===== src/design/nmea_autopilot_sentence_parser_defines.svh =====
// ----------------------------------------------------------------------------
// nmea autopilot sentence parser assertion macros
// concurrent checks clocked by clk and disabled while rst_n is low
// ----------------------------------------------------------------------------
`ifndef NMEA_AUTOPILOT_SENTENCE_PARSER_DEFINES_SVH
`define NMEA_AUTOPILOT_SENTENCE_PARSER_DEFINES_SVH

`ifndef SYNTHESIS
`define NMEAAP_ASSERT(lbl, prop, msg) \
    lbl: assert property (@(posedge clk) disable iff (!rst_n) (prop)) else $error(msg);
`define NMEAAP_ASSERT_NEXT(lbl, ante, cons, msg) \
    lbl: assert property (@(posedge clk) disable iff (!rst_n) (ante) |=> (cons)) \
        else $error(msg);
`else
`define NMEAAP_ASSERT(lbl, prop, msg)
`define NMEAAP_ASSERT_NEXT(lbl, ante, cons, msg)
`endif

`endif


===== src/design/nmeaap_pkg.sv =====
// ----------------------------------------------------------------------------
// nmea autopilot parser package
// shared types, character codes and number helpers
// ----------------------------------------------------------------------------
package nmeaap_pkg;

    typedef enum logic [1:0] {
        KIND_EMPTY = 2'd0,
        KIND_APB   = 2'd1,
        KIND_RMC   = 2'd2,
        KIND_OTHER = 2'd3
    } kind_t;

    typedef struct packed {
        kind_t              kind;
        logic signed [23:0] raw_miles;
        logic               right_side;
        logic signed [23:0] course_to_steer;
        logic signed [23:0] bearing_to_waypoint;
        logic signed [23:0] heading_to_waypoint;
        logic signed [23:0] course_over_ground;
    } event_t;

    localparam logic [7:0] CHAR_LF    = 8'h0a;
    localparam logic [7:0] CHAR_CR    = 8'h0d;
    localparam logic [7:0] CHAR_COMMA = 8'h2c;
    localparam logic [7:0] CHAR_DOT   = 8'h2e;
    localparam logic [7:0] CHAR_MINUS = 8'h2d;
    localparam logic [7:0] CHAR_ZERO  = 8'h30;
    localparam logic [7:0] CHAR_NINE  = 8'h39;
    localparam logic [7:0] CHAR_R     = 8'h52;

    localparam logic [23:0] ID_APB = 24'h415042;
    localparam logic [23:0] ID_RMC = 24'h524d43;

    localparam logic [3:0] FLD_MILES   = 4'd4;
    localparam logic [3:0] FLD_SIDE    = 4'd5;
    localparam logic [3:0] FLD_COURSE  = 4'd9;
    localparam logic [3:0] FLD_BEARING = 4'd12;
    localparam logic [3:0] FLD_HEADING = 4'd14;

    localparam logic [23:0] MAG_LIMIT = 24'h800000;
    localparam logic [23:0] POS_LIMIT = 24'h7fffff;

    localparam logic [10:0] MILE_FRAC  = 11'd852;
    localparam logic [30:0] RECIP_125  = 31'd1099511627;
    localparam int          RECIP_BITS = 37;

    function automatic logic [23:0] sat_mul_add(input logic [23:0] a, input logic [3:0] d);
        logic [27:0] r;
        begin
            r = {a, 3'b000} + {3'b000, a, 1'b0} + 28'(d);
            sat_mul_add = (r > 28'(MAG_LIMIT)) ? MAG_LIMIT : r[23:0];
        end
    endfunction

    function automatic logic signed [23:0] finish_number(
        input logic [23:0] acc,
        input logic        point,
        input logic [1:0]  frac,
        input logic        minus
    );
        logic [1:0]  have;
        logic [33:0] prod;
        logic [23:0] mag;
        begin
            have = point ? frac : 2'd0;
            unique case (have)
                2'd0:    prod = 34'(acc) * 34'd1000;
                2'd1:    prod = 34'(acc) * 34'd100;
                2'd2:    prod = 34'(acc) * 34'd10;
                default: prod = 34'(acc);
            endcase
            mag = (prod > 34'(MAG_LIMIT)) ? MAG_LIMIT : prod[23:0];
            if (minus)
                finish_number = 24'(-mag);
            else
                finish_number = (mag == MAG_LIMIT) ? POS_LIMIT : mag;
        end
    endfunction

endpackage


===== src/design/nmeaap_front.sv =====
// ----------------------------------------------------------------------------
// nmea autopilot parser front end
// per-character field splitting, number parsing and sentence classification
// ----------------------------------------------------------------------------
module nmeaap_front #(
    parameter int FIELD_LIMIT = 15
) (
    input  logic                  clk,
    input  logic                  rst_n,
    input  logic                  byte_vld,
    input  logic [7:0]            rx_byte,
    output logic                  ev_push,
    output nmeaap_pkg::event_t    ev_data
);
    import nmeaap_pkg::*;

    localparam logic [3:0] FLD_MAX = 4'(FIELD_LIMIT);

    logic [3:0]         field_num_reg, field_num_next;
    logic [2:0]         char_pos_reg, char_pos_next;
    logic [23:0]        sent_id_reg, sent_id_next;
    logic [23:0]        acc_reg, acc_next;
    logic [1:0]         frac_reg, frac_next;
    logic               point_reg, point_next;
    logic               minus_reg, minus_next;
    logic               right_reg, right_next;
    logic               after_cr_reg, after_cr_next;
    logic signed [23:0] raw_miles_reg, raw_miles_next;
    logic signed [23:0] cts_reg, cts_next;
    logic signed [23:0] btw_reg, btw_next;
    logic signed [23:0] htw_reg, htw_next;
    logic signed [23:0] cog_reg, cog_next;

    logic               is_lf;
    logic               do_end;
    logic               do_char;
    logic [3:0]         fnum;
    logic signed [23:0] fin;
    logic               is_digit;
    kind_t              kind;

    assign is_lf    = byte_vld && (rx_byte == CHAR_LF);
    assign fnum     = field_num_reg + 4'd1;
    assign fin      = finish_number(acc_reg, point_reg, frac_reg, minus_reg);
    assign is_digit = (rx_byte >= CHAR_ZERO) && (rx_byte <= CHAR_NINE);

    always_comb
    begin
        do_end  = 1'b0;
        do_char = 1'b0;
        if (byte_vld && !after_cr_reg)
        begin
            if (rx_byte == CHAR_LF)
                do_end = (char_pos_reg != 3'd0);
            else if (rx_byte == CHAR_CR || rx_byte == CHAR_COMMA)
                do_end = 1'b1;
            else
                do_char = 1'b1;
        end
    end

    always_comb
    begin
        field_num_next = field_num_reg;
        char_pos_next  = char_pos_reg;
        sent_id_next   = sent_id_reg;
        acc_next       = acc_reg;
        frac_next      = frac_reg;
        point_next     = point_reg;
        minus_next     = minus_reg;
        right_next     = right_reg;
        after_cr_next  = after_cr_reg;
        raw_miles_next = raw_miles_reg;
        cts_next       = cts_reg;
        btw_next       = btw_reg;
        htw_next       = htw_reg;
        cog_next       = cog_reg;

        // character position and identifier bytes
        if (byte_vld && !is_lf)
        begin
            unique case (char_pos_reg)
                3'd3:    sent_id_next[23:16] = rx_byte;
                3'd4:    sent_id_next[15:8]  = rx_byte;
                3'd5:    sent_id_next[7:0]   = rx_byte;
                default: sent_id_next        = sent_id_reg;
            endcase
            if (char_pos_reg != 3'd7)
                char_pos_next = char_pos_reg + 3'd1;
            if (!after_cr_reg && rx_byte == CHAR_CR)
                after_cr_next = 1'b1;
        end

        // field end
        if (do_end)
        begin
            if (field_num_reg < FLD_MAX)
            begin
                if (fnum == FLD_SIDE)
                    right_next = minus_reg && point_reg;
                else if (fnum == FLD_MILES)
                    raw_miles_next = fin;
                else if (fnum == FLD_COURSE && sent_id_reg == ID_APB)
                    cts_next = fin;
                else if (fnum == FLD_COURSE && sent_id_reg == ID_RMC)
                    cog_next = fin;
                else if (fnum == FLD_BEARING && sent_id_reg == ID_APB)
                    btw_next = fin;
                else if (fnum == FLD_HEADING && sent_id_reg == ID_APB)
                    htw_next = fin;
                field_num_next = fnum;
            end
            acc_next   = '0;
            frac_next  = '0;
            point_next = 1'b0;
            minus_next = 1'b0;
        end

        // field character
        if (do_char && field_num_reg < FLD_MAX)
        begin
            if (field_num_reg == FLD_MILES)
            begin
                if (!minus_reg)
                begin
                    point_next = (rx_byte == CHAR_R);
                    minus_next = 1'b1;
                end
                else
                begin
                    point_next = 1'b0;
                end
            end
            else if (is_digit)
            begin
                if (!point_reg)
                begin
                    acc_next = sat_mul_add(acc_reg, rx_byte[3:0]);
                end
                else if (frac_reg != 2'd3)
                begin
                    acc_next  = sat_mul_add(acc_reg, rx_byte[3:0]);
                    frac_next = frac_reg + 2'd1;
                end
            end
            else if (rx_byte == CHAR_DOT)
            begin
                point_next = 1'b1;
            end
            else if (rx_byte == CHAR_MINUS)
            begin
                minus_next = 1'b1;
            end
        end

        // new sentence after lf
        if (is_lf)
        begin
            field_num_next = '0;
            char_pos_next  = '0;
            sent_id_next   = '0;
            after_cr_next  = 1'b0;
            acc_next       = '0;
            frac_next      = '0;
            point_next     = 1'b0;
            minus_next     = 1'b0;
        end
    end

    always_comb
    begin
        priority if (char_pos_reg == 3'd0)
            kind = KIND_EMPTY;
        else if (sent_id_reg == ID_APB)
            kind = KIND_APB;
        else if (sent_id_reg == ID_RMC)
            kind = KIND_RMC;
        else
            kind = KIND_OTHER;
    end

    assign ev_push                     = is_lf;
    assign ev_data.kind                = kind;
    assign ev_data.raw_miles           = raw_miles_next;
    assign ev_data.right_side          = right_next;
    assign ev_data.course_to_steer     = cts_next;
    assign ev_data.bearing_to_waypoint = btw_next;
    assign ev_data.heading_to_waypoint = htw_next;
    assign ev_data.course_over_ground  = cog_next;

    always_ff @(posedge clk or negedge rst_n)
    begin
        if (!rst_n)
        begin
            field_num_reg <= '0;
            char_pos_reg  <= '0;
            sent_id_reg   <= '0;
            acc_reg       <= '0;
            frac_reg      <= '0;
            point_reg     <= 1'b0;
            minus_reg     <= 1'b0;
            right_reg     <= 1'b0;
            after_cr_reg  <= 1'b0;
            raw_miles_reg <= '0;
            cts_reg       <= '0;
            btw_reg       <= '0;
            htw_reg       <= '0;
            cog_reg       <= '0;
        end
        else if (byte_vld)
        begin
            field_num_reg <= field_num_next;
            char_pos_reg  <= char_pos_next;
            sent_id_reg   <= sent_id_next;
            acc_reg       <= acc_next;
            frac_reg      <= frac_next;
            point_reg     <= point_next;
            minus_reg     <= minus_next;
            right_reg     <= right_next;
            after_cr_reg  <= after_cr_next;
            raw_miles_reg <= raw_miles_next;
            cts_reg       <= cts_next;
            btw_reg       <= btw_next;
            htw_reg       <= htw_next;
            cog_reg       <= cog_next;
        end
    end

endmodule


===== src/design/nmeaap_queue.sv =====
// ----------------------------------------------------------------------------
// nmea autopilot parser event queue
// small register fifo between the front end and the back end
// ----------------------------------------------------------------------------
`include "nmea_autopilot_sentence_parser_defines.svh"

module nmeaap_queue #(
    parameter int DEPTH = 4
) (
    input  logic               clk,
    input  logic               rst_n,
    input  logic               push,
    input  nmeaap_pkg::event_t din,
    output logic               full,
    input  logic               pop,
    output nmeaap_pkg::event_t dout,
    output logic               empty
);
    import nmeaap_pkg::*;

    localparam int PW = (DEPTH > 1) ? $clog2(DEPTH) : 1;
    localparam int CW = $clog2(DEPTH + 1);
    localparam logic [PW-1:0] LAST = PW'(DEPTH - 1);
    localparam logic [CW-1:0] FULL_COUNT = CW'(DEPTH);

    event_t          mem_reg [DEPTH];
    logic [PW-1:0]   wr_ptr_reg, wr_ptr_next;
    logic [PW-1:0]   rd_ptr_reg, rd_ptr_next;
    logic [CW-1:0]   count_reg, count_next;
    logic            do_push;
    logic            do_pop;

    assign full    = (count_reg == FULL_COUNT);
    assign empty   = (count_reg == '0);
    assign do_push = push && !full;
    assign do_pop  = pop && !empty;
    assign dout    = mem_reg[rd_ptr_reg];

    always_comb
    begin
        wr_ptr_next = wr_ptr_reg;
        rd_ptr_next = rd_ptr_reg;
        count_next  = count_reg;
        if (do_push)
            wr_ptr_next = (wr_ptr_reg == LAST) ? '0 : wr_ptr_reg + PW'(1);
        if (do_pop)
            rd_ptr_next = (rd_ptr_reg == LAST) ? '0 : rd_ptr_reg + PW'(1);
        if (do_push && !do_pop)
            count_next = count_reg + CW'(1);
        else if (do_pop && !do_push)
            count_next = count_reg - CW'(1);
    end

    always_ff @(posedge clk or negedge rst_n)
    begin
        if (!rst_n)
        begin
            wr_ptr_reg <= '0;
            rd_ptr_reg <= '0;
            count_reg  <= '0;
        end
        else
        begin
            wr_ptr_reg <= wr_ptr_next;
            rd_ptr_reg <= rd_ptr_next;
            count_reg  <= count_next;
        end
    end

    always_ff @(posedge clk)
    begin
        if (do_push)
            mem_reg[wr_ptr_reg] <= din;
    end

    `NMEAAP_ASSERT(a_count_bound, count_reg <= FULL_COUNT, "queue count beyond depth")
    `NMEAAP_ASSERT_NEXT(a_count_up, do_push && !do_pop, count_reg == $past(count_reg) + CW'(1), "queue count did not grow")
    `NMEAAP_ASSERT_NEXT(a_count_down, do_pop && !do_push, count_reg == $past(count_reg) - CW'(1), "queue count did not shrink")
    `NMEAAP_ASSERT(a_ptr_gap, (count_reg == '0 || count_reg == FULL_COUNT) || (wr_ptr_reg != rd_ptr_reg), "queue pointers disagree with count")

endmodule


===== src/design/nmeaap_back.sv =====
// ----------------------------------------------------------------------------
// nmea autopilot parser back end
// cross-track conversion pipeline and result register
// ----------------------------------------------------------------------------
module nmeaap_back (
    input  logic                      clk,
    input  logic                      rst_n,
    input  logic                      linear_mode,
    input  logic signed [24:0]        kept_cross_track,
    input  logic                      q_empty,
    input  nmeaap_pkg::event_t        q_data,
    output logic                      q_pop,
    output logic                      empty,
    input  logic                      pop,
    output logic [1:0]                sentence_kind,
    output logic signed [23:0]        course_to_steer,
    output logic signed [23:0]        bearing_to_waypoint,
    output logic signed [23:0]        heading_to_waypoint,
    output logic signed [25:0]        cross_track,
    output logic signed [23:0]        course_over_ground
);
    import nmeaap_pkg::*;

    logic               en;
    logic               out_vld_reg;
    logic               s1_vld_reg, s2_vld_reg, s3_vld_reg;
    event_t             s1_ev_reg, s2_ev_reg, s3_ev_reg;
    logic [23:0]        s1_abs_reg, s2_abs_reg;
    logic               s1_neg_reg, s2_neg_reg;
    logic [32:0]        s1_p_reg;
    logic [29:0]        s2_y_reg;
    logic [23:0]        s2_q_reg;
    logic signed [25:0] s3_m_reg;
    logic signed [25:0] held_xt_reg;
    event_t             out_ev_reg;
    logic signed [25:0] out_xt_reg;

    logic [23:0]        abs_raw;
    logic [32:0]        p;
    logic [29:0]        y;
    logic [60:0]        prod;
    logic [30:0]        q125;
    logic [30:0]        rem;
    logic [23:0]        q_fix;
    logic [24:0]        m_abs;
    logic signed [25:0] m_signed;
    logic signed [25:0] xt;

    assign en    = !out_vld_reg || pop;
    assign q_pop = en && !q_empty;

    assign abs_raw  = q_data.raw_miles[23] ? 24'(-q_data.raw_miles) : q_data.raw_miles;
    assign p        = 33'(abs_raw) * 33'(MILE_FRAC) + 33'd500;
    assign y        = s1_p_reg[32:3];
    assign prod     = 61'(y) * 61'(RECIP_125);
    assign q125     = {s2_q_reg, 7'b0} - {5'b0, s2_q_reg, 2'b0} + 31'(s2_q_reg);
    assign rem      = 31'(s2_y_reg) - q125;
    assign q_fix    = (rem >= 31'd125) ? s2_q_reg + 24'd1 : s2_q_reg;
    assign m_abs    = 25'(s2_abs_reg) + 25'(q_fix);
    assign m_signed = (s2_neg_reg ^ s2_ev_reg.right_side) ? -26'(m_abs) : 26'(m_abs);
    assign xt       = linear_mode ? 26'(kept_cross_track) - s3_m_reg : s3_m_reg;

    always_ff @(posedge clk or negedge rst_n)
    begin
        if (!rst_n)
        begin
            s1_vld_reg  <= 1'b0;
            s2_vld_reg  <= 1'b0;
            s3_vld_reg  <= 1'b0;
            out_vld_reg <= 1'b0;
            held_xt_reg <= '0;
        end
        else if (en)
        begin
            s1_vld_reg  <= !q_empty;
            s2_vld_reg  <= s1_vld_reg;
            s3_vld_reg  <= s2_vld_reg;
            out_vld_reg <= s3_vld_reg;
            if (s3_vld_reg && s3_ev_reg.kind == KIND_APB)
                held_xt_reg <= xt;
        end
    end

    always_ff @(posedge clk)
    begin
        if (en)
        begin
            s1_ev_reg  <= q_data;
            s1_abs_reg <= abs_raw;
            s1_neg_reg <= q_data.raw_miles[23];
            s1_p_reg   <= p;
            s2_ev_reg  <= s1_ev_reg;
            s2_abs_reg <= s1_abs_reg;
            s2_neg_reg <= s1_neg_reg;
            s2_y_reg   <= y;
            s2_q_reg   <= prod[RECIP_BITS+23:RECIP_BITS];
            s3_ev_reg  <= s2_ev_reg;
            s3_m_reg   <= m_signed;
            out_ev_reg <= s3_ev_reg;
            out_xt_reg <= (s3_ev_reg.kind == KIND_APB) ? xt : held_xt_reg;
        end
    end

    assign empty               = !out_vld_reg;
    assign sentence_kind       = out_ev_reg.kind;
    assign course_to_steer     = out_ev_reg.course_to_steer;
    assign bearing_to_waypoint = out_ev_reg.bearing_to_waypoint;
    assign heading_to_waypoint = out_ev_reg.heading_to_waypoint;
    assign cross_track         = out_xt_reg;
    assign course_over_ground  = out_ev_reg.course_over_ground;

endmodule


===== src/design/nmea_autopilot_sentence_parser.sv =====
// ----------------------------------------------------------------------------
// nmea autopilot sentence parser
// Bytes enter through a queue-like port: a transaction happens on push with
// full low. Zero bytes are dropped. Every LF yields one result, read through
// a queue-like port: while empty is low the result is on the ports and pop
// takes it. Results come out in LF order.
// Throughput is one byte per cycle while full is low, set by the per-character
// update of the front end. An LF's result reaches the result ports after it is
// registered in the event queue and passes three stages of the cross-track
// conversion (multiply by 852 and round, reciprocal divide by 1000, quotient
// correction with the raw value added and sign), then the result register.
// When pop stays low the back end holds and the event queue fills; full
// rises once QUEUE_DEPTH events wait, and byte transactions pause.
// Configuration writes (cfg_valid, always ready) take effect at once and are
// meant for an idle block. Reset clears all parse state, held values and
// configuration to zero and empties the queue and the pipeline.
// ----------------------------------------------------------------------------
module nmea_autopilot_sentence_parser #(
    parameter int FIELD_LIMIT = 15,
    parameter int QUEUE_DEPTH = 4
) (
    input  logic               clk,
    input  logic               rst_n,
    input  logic               push,
    output logic               full,
    input  logic [7:0]         rx_byte,
    output logic               empty,
    input  logic               pop,
    output logic [1:0]         sentence_kind,
    output logic signed [23:0] course_to_steer,
    output logic signed [23:0] bearing_to_waypoint,
    output logic signed [23:0] heading_to_waypoint,
    output logic signed [25:0] cross_track,
    output logic signed [23:0] course_over_ground,
    input  logic               cfg_valid,
    output logic               cfg_ready,
    input  logic [0:0]         cfg_index,
    input  logic [24:0]        cfg_data
);
    import nmeaap_pkg::*;

    localparam logic [0:0] REG_LINEAR_MODE = 1'b0;
    localparam logic [0:0] REG_KEPT_XTRACK = 1'b1;

    logic               linear_mode_reg;
    logic signed [24:0] kept_xt_reg;
    logic               byte_vld;
    logic               ev_push;
    event_t             ev_in;
    event_t             ev_out;
    logic               q_empty;
    logic               q_pop;

    assign cfg_ready = 1'b1;
    assign byte_vld  = push && !full && (rx_byte != 8'd0);

    always_ff @(posedge clk or negedge rst_n)
    begin
        if (!rst_n)
        begin
            linear_mode_reg <= 1'b0;
            kept_xt_reg     <= '0;
        end
        else if (cfg_valid && cfg_ready)
        begin
            unique case (cfg_index)
                REG_LINEAR_MODE: linear_mode_reg <= cfg_data[0];
                REG_KEPT_XTRACK: kept_xt_reg     <= cfg_data;
                default:         kept_xt_reg     <= kept_xt_reg;
            endcase
        end
    end

    nmeaap_front #(
        .FIELD_LIMIT (FIELD_LIMIT)
    ) u_front (
        .clk      (clk),
        .rst_n    (rst_n),
        .byte_vld (byte_vld),
        .rx_byte  (rx_byte),
        .ev_push  (ev_push),
        .ev_data  (ev_in)
    );

    nmeaap_queue #(
        .DEPTH (QUEUE_DEPTH)
    ) u_queue (
        .clk   (clk),
        .rst_n (rst_n),
        .push  (ev_push),
        .din   (ev_in),
        .full  (full),
        .pop   (q_pop),
        .dout  (ev_out),
        .empty (q_empty)
    );

    nmeaap_back u_back (
        .clk                 (clk),
        .rst_n               (rst_n),
        .linear_mode         (linear_mode_reg),
        .kept_cross_track    (kept_xt_reg),
        .q_empty             (q_empty),
        .q_data              (ev_out),
        .q_pop               (q_pop),
        .empty               (empty),
        .pop                 (pop),
        .sentence_kind       (sentence_kind),
        .course_to_steer     (course_to_steer),
        .bearing_to_waypoint (bearing_to_waypoint),
        .heading_to_waypoint (heading_to_waypoint),
        .cross_track         (cross_track),
        .course_over_ground  (course_over_ground)
    );

endmodule

===== config.mk =====
export PLATFORM = sky130hd
export DESIGN_NAME = nmea_autopilot_sentence_parser
export DESIGN_NICKNAME = d
export VERILOG_FILES = /design/src/design/nmeaap_pkg.sv /design/src/design/nmeaap_front.sv /design/src/design/nmeaap_queue.sv /design/src/design/nmeaap_back.sv /design/src/design/nmea_autopilot_sentence_parser.sv
export VERILOG_INCLUDE_DIRS = /design/src /design/src/design
export SDC_FILE = /design/constraint.sdc
export NUM_CORES = 2
export LEC_CHECK = 0
export ABC_CLOCK_PERIOD_IN_PS = 20800
export BUFFER_PORTS_ARGS = -buffer_cell sky130_fd_sc_hd__buf_2
export CAP_MARGIN = 10
export CORE_MARGIN = 1
export CORE_UTILIZATION = 55
export CTS_CLUSTER_DIAMETER = 150
export DETAILED_ROUTE_END_ITERATION = 16
export PLACE_DENSITY = 0.82
export RECOVER_POWER = 100
export SLEW_MARGIN = 25
export SYNTH_ARGS = -nofsm -noshare
export SYNTH_HDL_FRONTEND = slang
export SYNTH_SLANG_ARGS = --single-unit
export TNS_END_PERCENT = 20

===== constraint.sdc =====
create_clock -name clk -period 20.8 [get_ports clk]
set_input_delay 3.12 -clock clk [delete_from_list [all_inputs] [get_ports clk]]
set_output_delay 3.12 -clock clk [all_outputs]
set_load 0.03 [all_outputs]

# Word-level counts from Yosys, hierarchy flattened
# Memories as Yosys holds them, arrays and structs flattened.
# Cells that the tools add are included.
dict set report totals {
  ff_bits 827
  latchBits 0
  mem_bits_rw 492
  mem_bits_ro 0
  in_bits 39
  output_inout_bits 127
  elab_cells 270
  n_memories 1
}
# name words width read_ports rd_clocked_by_memory_dff write_ports line
set memory_table {}
lappend memory_table {u_queue.mem_reg 4 123 1 0 1 nmeaap_queue.sv:26} ;# event_t mem_reg [DEPTH];
dict set report classes {
  add_sub_neg 19
  multipliers 5
  div_mod_pow 0
  n_lt_le_gt_ge 6
  n_eq_ne 26
  shifts 0
  muxes 102
  bitwise 2
  n_reduce_logical 51
}
# cell count
set ops {}
lappend ops {{two-way mux 24 bit} 45}
lappend ops {{one-hot mux 34 bit (3 select lines)} 1}
lappend ops {{multiplier 30 x 31 -> 61 bit (second input constant)} 1}
lappend ops {{two-way mux 26 bit} 2}
lappend ops {{equality test 24 x 23 -> 1 bit (second input constant)} 2}
lappend ops {{negator 24 bit} 2}
lappend ops {{greater-than comparator 34 x 24 -> 1 bit (second input constant)} 1}
lappend ops {{adder 33 x 9 -> 33 bit (second input constant)} 1}
lappend ops {{adder 31 x 24 -> 31 bit} 1}
lappend ops {{greater-or-equal comparator 31 x 7 -> 1 bit (second input constant)} 1}
lappend ops {{multiplier 24 x 7 -> 31 bit (second input constant)} 1}
lappend ops {{multiplier 24 x 8 -> 31 bit (second input constant)} 1}
lappend ops {{subtractor 30 x 31 -> 31 bit} 1}
lappend ops {{subtractor 31 x 26 -> 31 bit} 1}
lappend ops {{two-way mux 1 bit} 30}
lappend ops {{multiplier 24 x 5 -> 29 bit (second input constant)} 1}
lappend ops {{adder 27 x 25 -> 28 bit} 1}
lappend ops {{adder 28 x 4 -> 28 bit} 1}
lappend ops {{greater-than comparator 28 x 24 -> 1 bit (second input constant)} 1}
lappend ops {{multiplier 24 x 3 -> 27 bit (second input constant)} 1}
lappend ops {{negator 25 -> 26 bit} 1}
lappend ops {{subtractor 25 x 26 -> 26 bit} 1}
lappend ops {{adder 24 x 24 -> 25 bit} 1}
lappend ops {{two-way mux 25 bit} 1}
lappend ops {{36 further kinds} 111}

# Depth between registers and ports, before layout
dict set report logic_depth {
  depth_word 16
  depth_mapped 33
  ltp_nobuf 31
}

# Hierarchy
# Synthesis repeated with hierarchy kept, for this count alone.
dict set report unflattened {
  hier_cells 6495
  hier_area_um2 82659.3
}
# module instances cells_each area_each_um2 seq_area_each_um2
set by_module_without_submodules {}
lappend by_module_without_submodules {nmeaap_back 1 3583 44267.5 18167.4}
lappend by_module_without_submodules {nmeaap_front 1 2170 19120.8 4529.3}
lappend by_module_without_submodules {nmeaap_queue 1 680 18159.9 14949.3}
lappend by_module_without_submodules {nmea_autopilot_sentence_parser 1 62 1111.1 650.6}

# Worst setup path before layout
# OpenSTA, ideal clock, no wires.
dict set report synth_path {
  path_kind {input to register}
  start {in pop}
  end {reg u_back.held_xt_reg[25]}
  setup_time_ps 67
  arrival_ps 23908
  required_ps 20733
  setup_slack_ps -3175
  cell_stages 7
  path_buffers 1
  cell_sequence {nand2b_1 > clkbuf_1 > nand3_1 > nor4_1 > o21a_1 > nor2_1 > nand2_1}
}
dict set report synth_via {
  elab_chain_cells 2
}
# element line
set synth_lines {}
lappend synth_lines {{from (decl)} nmea_autopilot_sentence_parser.sv:28} ;# input logic pop,
lappend synth_lines {{logical OR 1 bit} nmeaap_back.sv:49} ;# assign en = !out_vld_reg || pop;
lappend synth_lines {{net u_back.en} nmeaap_back.sv:24} ;# logic en;
lappend synth_lines {{AND reduction 2 bit (no source line)} n/a}
lappend synth_lines {{to (signal assigned)} nmeaap_back.sv:80} ;# held_xt_reg <= xt;
lappend synth_lines {{to (decl)} nmeaap_back.sv:34} ;# logic signed [25:0] held_xt_reg;
# The timed path passes the listed nets, and every way through them passes these cells.
# A chain may end at the register's enable or synchronous reset.

# Worst setup path in the final report
dict set report layout_path {
  start {reg u_queue.rd_ptr_reg[0]}
  end {reg u_back.s1_p_reg[32], data pin}
}
dict set report layout_via {
  elab_chain_cells 5
}
# element line
set layout_lines {}
lappend layout_lines {{from (decl)} nmeaap_queue.sv:28} ;# logic [PW-1:0] rd_ptr_reg, rd_ptr_next;
lappend layout_lines {{from (signal assigned)} nmeaap_queue.sv:65} ;# rd_ptr_reg <= rd_ptr_next;
lappend layout_lines {{memory (4 x 123 bit) (*)} n/a}
lappend layout_lines {{negator 24 bit} nmeaap_back.sv:52} ;# assign abs_raw = q_data.raw_miles[23] ? 24'(-q_data.raw_miles) : q_data.raw_miles;
lappend layout_lines {{two-way mux 24 bit (*)} nmeaap_back.sv:52}
lappend layout_lines {{net u_back.abs_raw[10]} nmeaap_back.sv:38} ;# logic [23:0] abs_raw;
lappend layout_lines {{multiplier 24 x 8 -> 31 bit (*)} nmeaap_back.sv:53} ;# assign p = 33'(abs_raw) * 33'(MILE_FRAC) + 33'd500;
lappend layout_lines {{adder 33 x 9 -> 33 bit (*)} nmeaap_back.sv:53}
lappend layout_lines {{net u_back.p[32]} nmeaap_back.sv:39} ;# logic [32:0] p;
lappend layout_lines {{to (signal assigned)} nmeaap_back.sv:91} ;# s1_p_reg <= p;
lappend layout_lines {{to (decl)} nmeaap_back.sv:30} ;# logic [32:0] s1_p_reg;
# Mark *: on every way through the listed nets, which the timed path passes. The rest lies on a longest branch.

==> qor.yml <==
floorplan:
  rows: 140
  die_height_um: 387
  core_um2: 146000
  fp.dieW_um: 387
  io_pins: 166
  initial_utilization_pct: 55.7
  die-area_um2: 150000
detailed_routing:
  drc: 0
  via_per_inst: 6.16
  num_vias: 52500
  drtIter0Drc: 4755
  wl_per_cell_um: 25.0
  first_pass_iters: 5
  finalWirelength_um: 213000
  ant_nets: 0
synth:
  synth_top_family_by_area: "adder cells"
  synth_mux_area_share_pct: 6.44
  synth_compound_area_share_pct: 8.01
  synth_xor_area_share_pct: 2.91
  synthDistinctLibCells: 101
  seq_area_frac_synth_pct: 47.0
  syn-num-nets: 7626
  synthesis.area_um2: 81500
  synthAdderAreaFrac_pct: 24.4
  postSynthAreaPerCell_um2: 12.9
  synth_edf_count: 1072
  async_flop_share_pct: 18.5
  synthSimpleGateAreaFrac_pct: 6.25
  synth_top_flop_cell: "edfxtp_1"
  synth_warnings: 0
  syn_inst: 6309
  synth-seq-cells: 1316
critical_path:
  max_stage_delay_ns: 2.38
  end_kind: "flip-flop"
  crit_type: "reg2reg"
  crit_required_ns: 21.27
  crit_fanout: 36
  path_buf_inv: 5
  slowest_stage: "clkbuf_1"
  crit_family: "buffers and inverters"
  arrival_ns: 14.76
  start_kind: "flip-flop"
clock_tree:
  cts_tree: "yes"
  htree_levels: 3
  clk_pin_slew_worst_paths_ns: 0.06
  clock_path_buffers: 3
  clock_latency_ns: 0.79
  clock-root-buffer: "clkbuf_16"
  cts_resized: 0
  cts_setup_buffers: 0
  cts.sinks: 1316
  cts_buffers: 120
  cts_hold_buffers: 0
grt:
  grt_start_max_net_pins: 192
  grt_pass1_vias: 54200
  grt.total_usage_pct: 28.3
  grt-ovfl-total: 0
  antenna_found_initial: 17
  grt_pass1_wl_um: 324000
placed_design:
  gp_congestion: 0.966
  io_buffers: 164
  dp_hpwl_um: 146000
layout:
  layout_commonest_cell: "edfxtp_1"
  layout_common_cells: "1,072 x edfxtp_1, 932 x inv_1, 762 x ha_1"
  fillers: 10800
  finalNetCount: 7811
  largest_reg_flops: 492
  synthToLayoutAreaGrowth_pct: 8.70
  drive_gt1_share_pct: 7.77
  fin_util_pct: 60.5
sta:
  fin_tns_setup_ns: 0
  slew_violations: 1552
  holdWs_ns: 0.399
  fin_skew_ns: 0.0998
  report.final.hold_viol_count: 0
  slew_headroom_pct: -559
  fmax_mhz: 69.9
  rsz0062_at_grt: "false"
  tightest_slew_ns: 9.89
  period_needed_ns: 14.30
  fin_crit_sh_pct: 68.7
  finalSetupViolations: 0
run:
  drv_cap: 31
outcome:
  status: "complete, but fails checks"
  violations: "max-capacitance violations, max-slew violations"
hold_path:
  hp-class: "reg2reg"
[final timing paths]
check / cells past startpoint / slack (ns) / start / to
worst max-delay path: 25 / 6.50 / u_queue.rd_ptr_reg[0] / u_back.s1_p_reg[32]
worst min-delay path: 0 / 0.40 / u_back.s2_ev_reg[2] / u_back.s3_ev_reg[2]
worst max register to register: 25 / 6.50 / u_queue.rd_ptr_reg[0] / u_back.s1_p_reg[32]
worst min register to register: 0 / 0.40 / u_back.s2_ev_reg[2] / u_back.s3_ev_reg[2]
max in group asynchronous: 2 / 11.92 / rst_n / u_front.cog_reg[20]
min in group asynchronous: 1 / 4.24 / rst_n / kept_xt_reg[6]
[area by class of cell]
| class | count | area (µm²) | area share [%] |
|---|---|---|---|
| Sequential cell | 1316 | 38300 | 43.2 |
| Tap cell | 1917 | 2400 | 2.71 |
| Clock inverter | 73 | 1020 | 1.15 |
| Multi-Input combinational cell | 3900 | 39100 | 44.1 |
| Timing Repair Buffer | 220 | 968 | 1.09 |
| Inverter | 936 | 3510 | 3.97 |
| Clock buffer | 157 | 3290 | 3.71 |
| Antenna cell | 3 | 7.51 | 0.00847 |
[synth_stat cells, drive strengths merged, types with 13 or more instances]
library cell	number	area share, %
edfxtp	1072	39
inv	935	4.3
ha	762	12
fa	516	13
nand2	325	1.5
dfrtp	244	7.5
o21ai	241	1.5
a21oi	208	1.3
nor2	194	0.89
mux2	190	2.6
xnor2	178	1.9
clkbuf	128	0.59
mux4	122	3.4
xor2	90	0.97
nand3	83	0.52
o31ai	81	0.75
a21o	79	0.73
nor3	78	0.50
o21a	51	0.47
a31oi	46	0.35
and3	45	0.35
nand4	45	0.35
nand2b	40	0.31
nor2b	37	0.28
mux2i	36	0.44
a211oi	35	0.33
buf	29	0.16
nor4	27	0.23
or3	24	0.19
o21bai	23	0.21
and2	21	0.16
o211ai	20	0.18
o22ai	20	0.15
or2	20	0.15
nand3b	16	0.15
a2111oi	15	0.17
o2111ai	15	0.16
nor3b	13	0.12
[layer usage]
| metal | track usage (%) | routed length [µm] | vias up |
|---|---|---|---|
| met5 | 0 | 114 | - |
| met3 | 5.24 | 16800 | 596 |
| met1 | 36.0 | 82000 | 26400 |
| met4 | 11.5 | 10200 | 16 |
| met2 | 48.0 | 104000 | 2580 |
| li1 | - | - | 22900 |
[cells by family (layout without fill, tap and decap cells)]
logic type | after synthesis | count (layout)
other | 1 | 4
and+or+nand+nor | 1019 | 1019
muxes | 348 | 348
xor gates and xnor gates | 269 | 269
DFF | 1316 | 1316
buffers and inverters | 1093 | 1386
AOI/OAI and AO/OA | 985 | 985
adders and majority gates | 1278 | 1278
[through the flow]
step	worst slack, ns	instances	instance area [µm²]
after floorplan	7.61	6309	81500
after global placement	10.34	8287	84700
after detailed placement	10.51	8287	84700
after CTS	10.28	8517	89000
after global routing	5.39	8519	88600
final	6.50	8522	88600
Power is left out: the tool's default activity adds up to more than one toggle a clock period on the data nets, which glitch-free logic cannot reach.
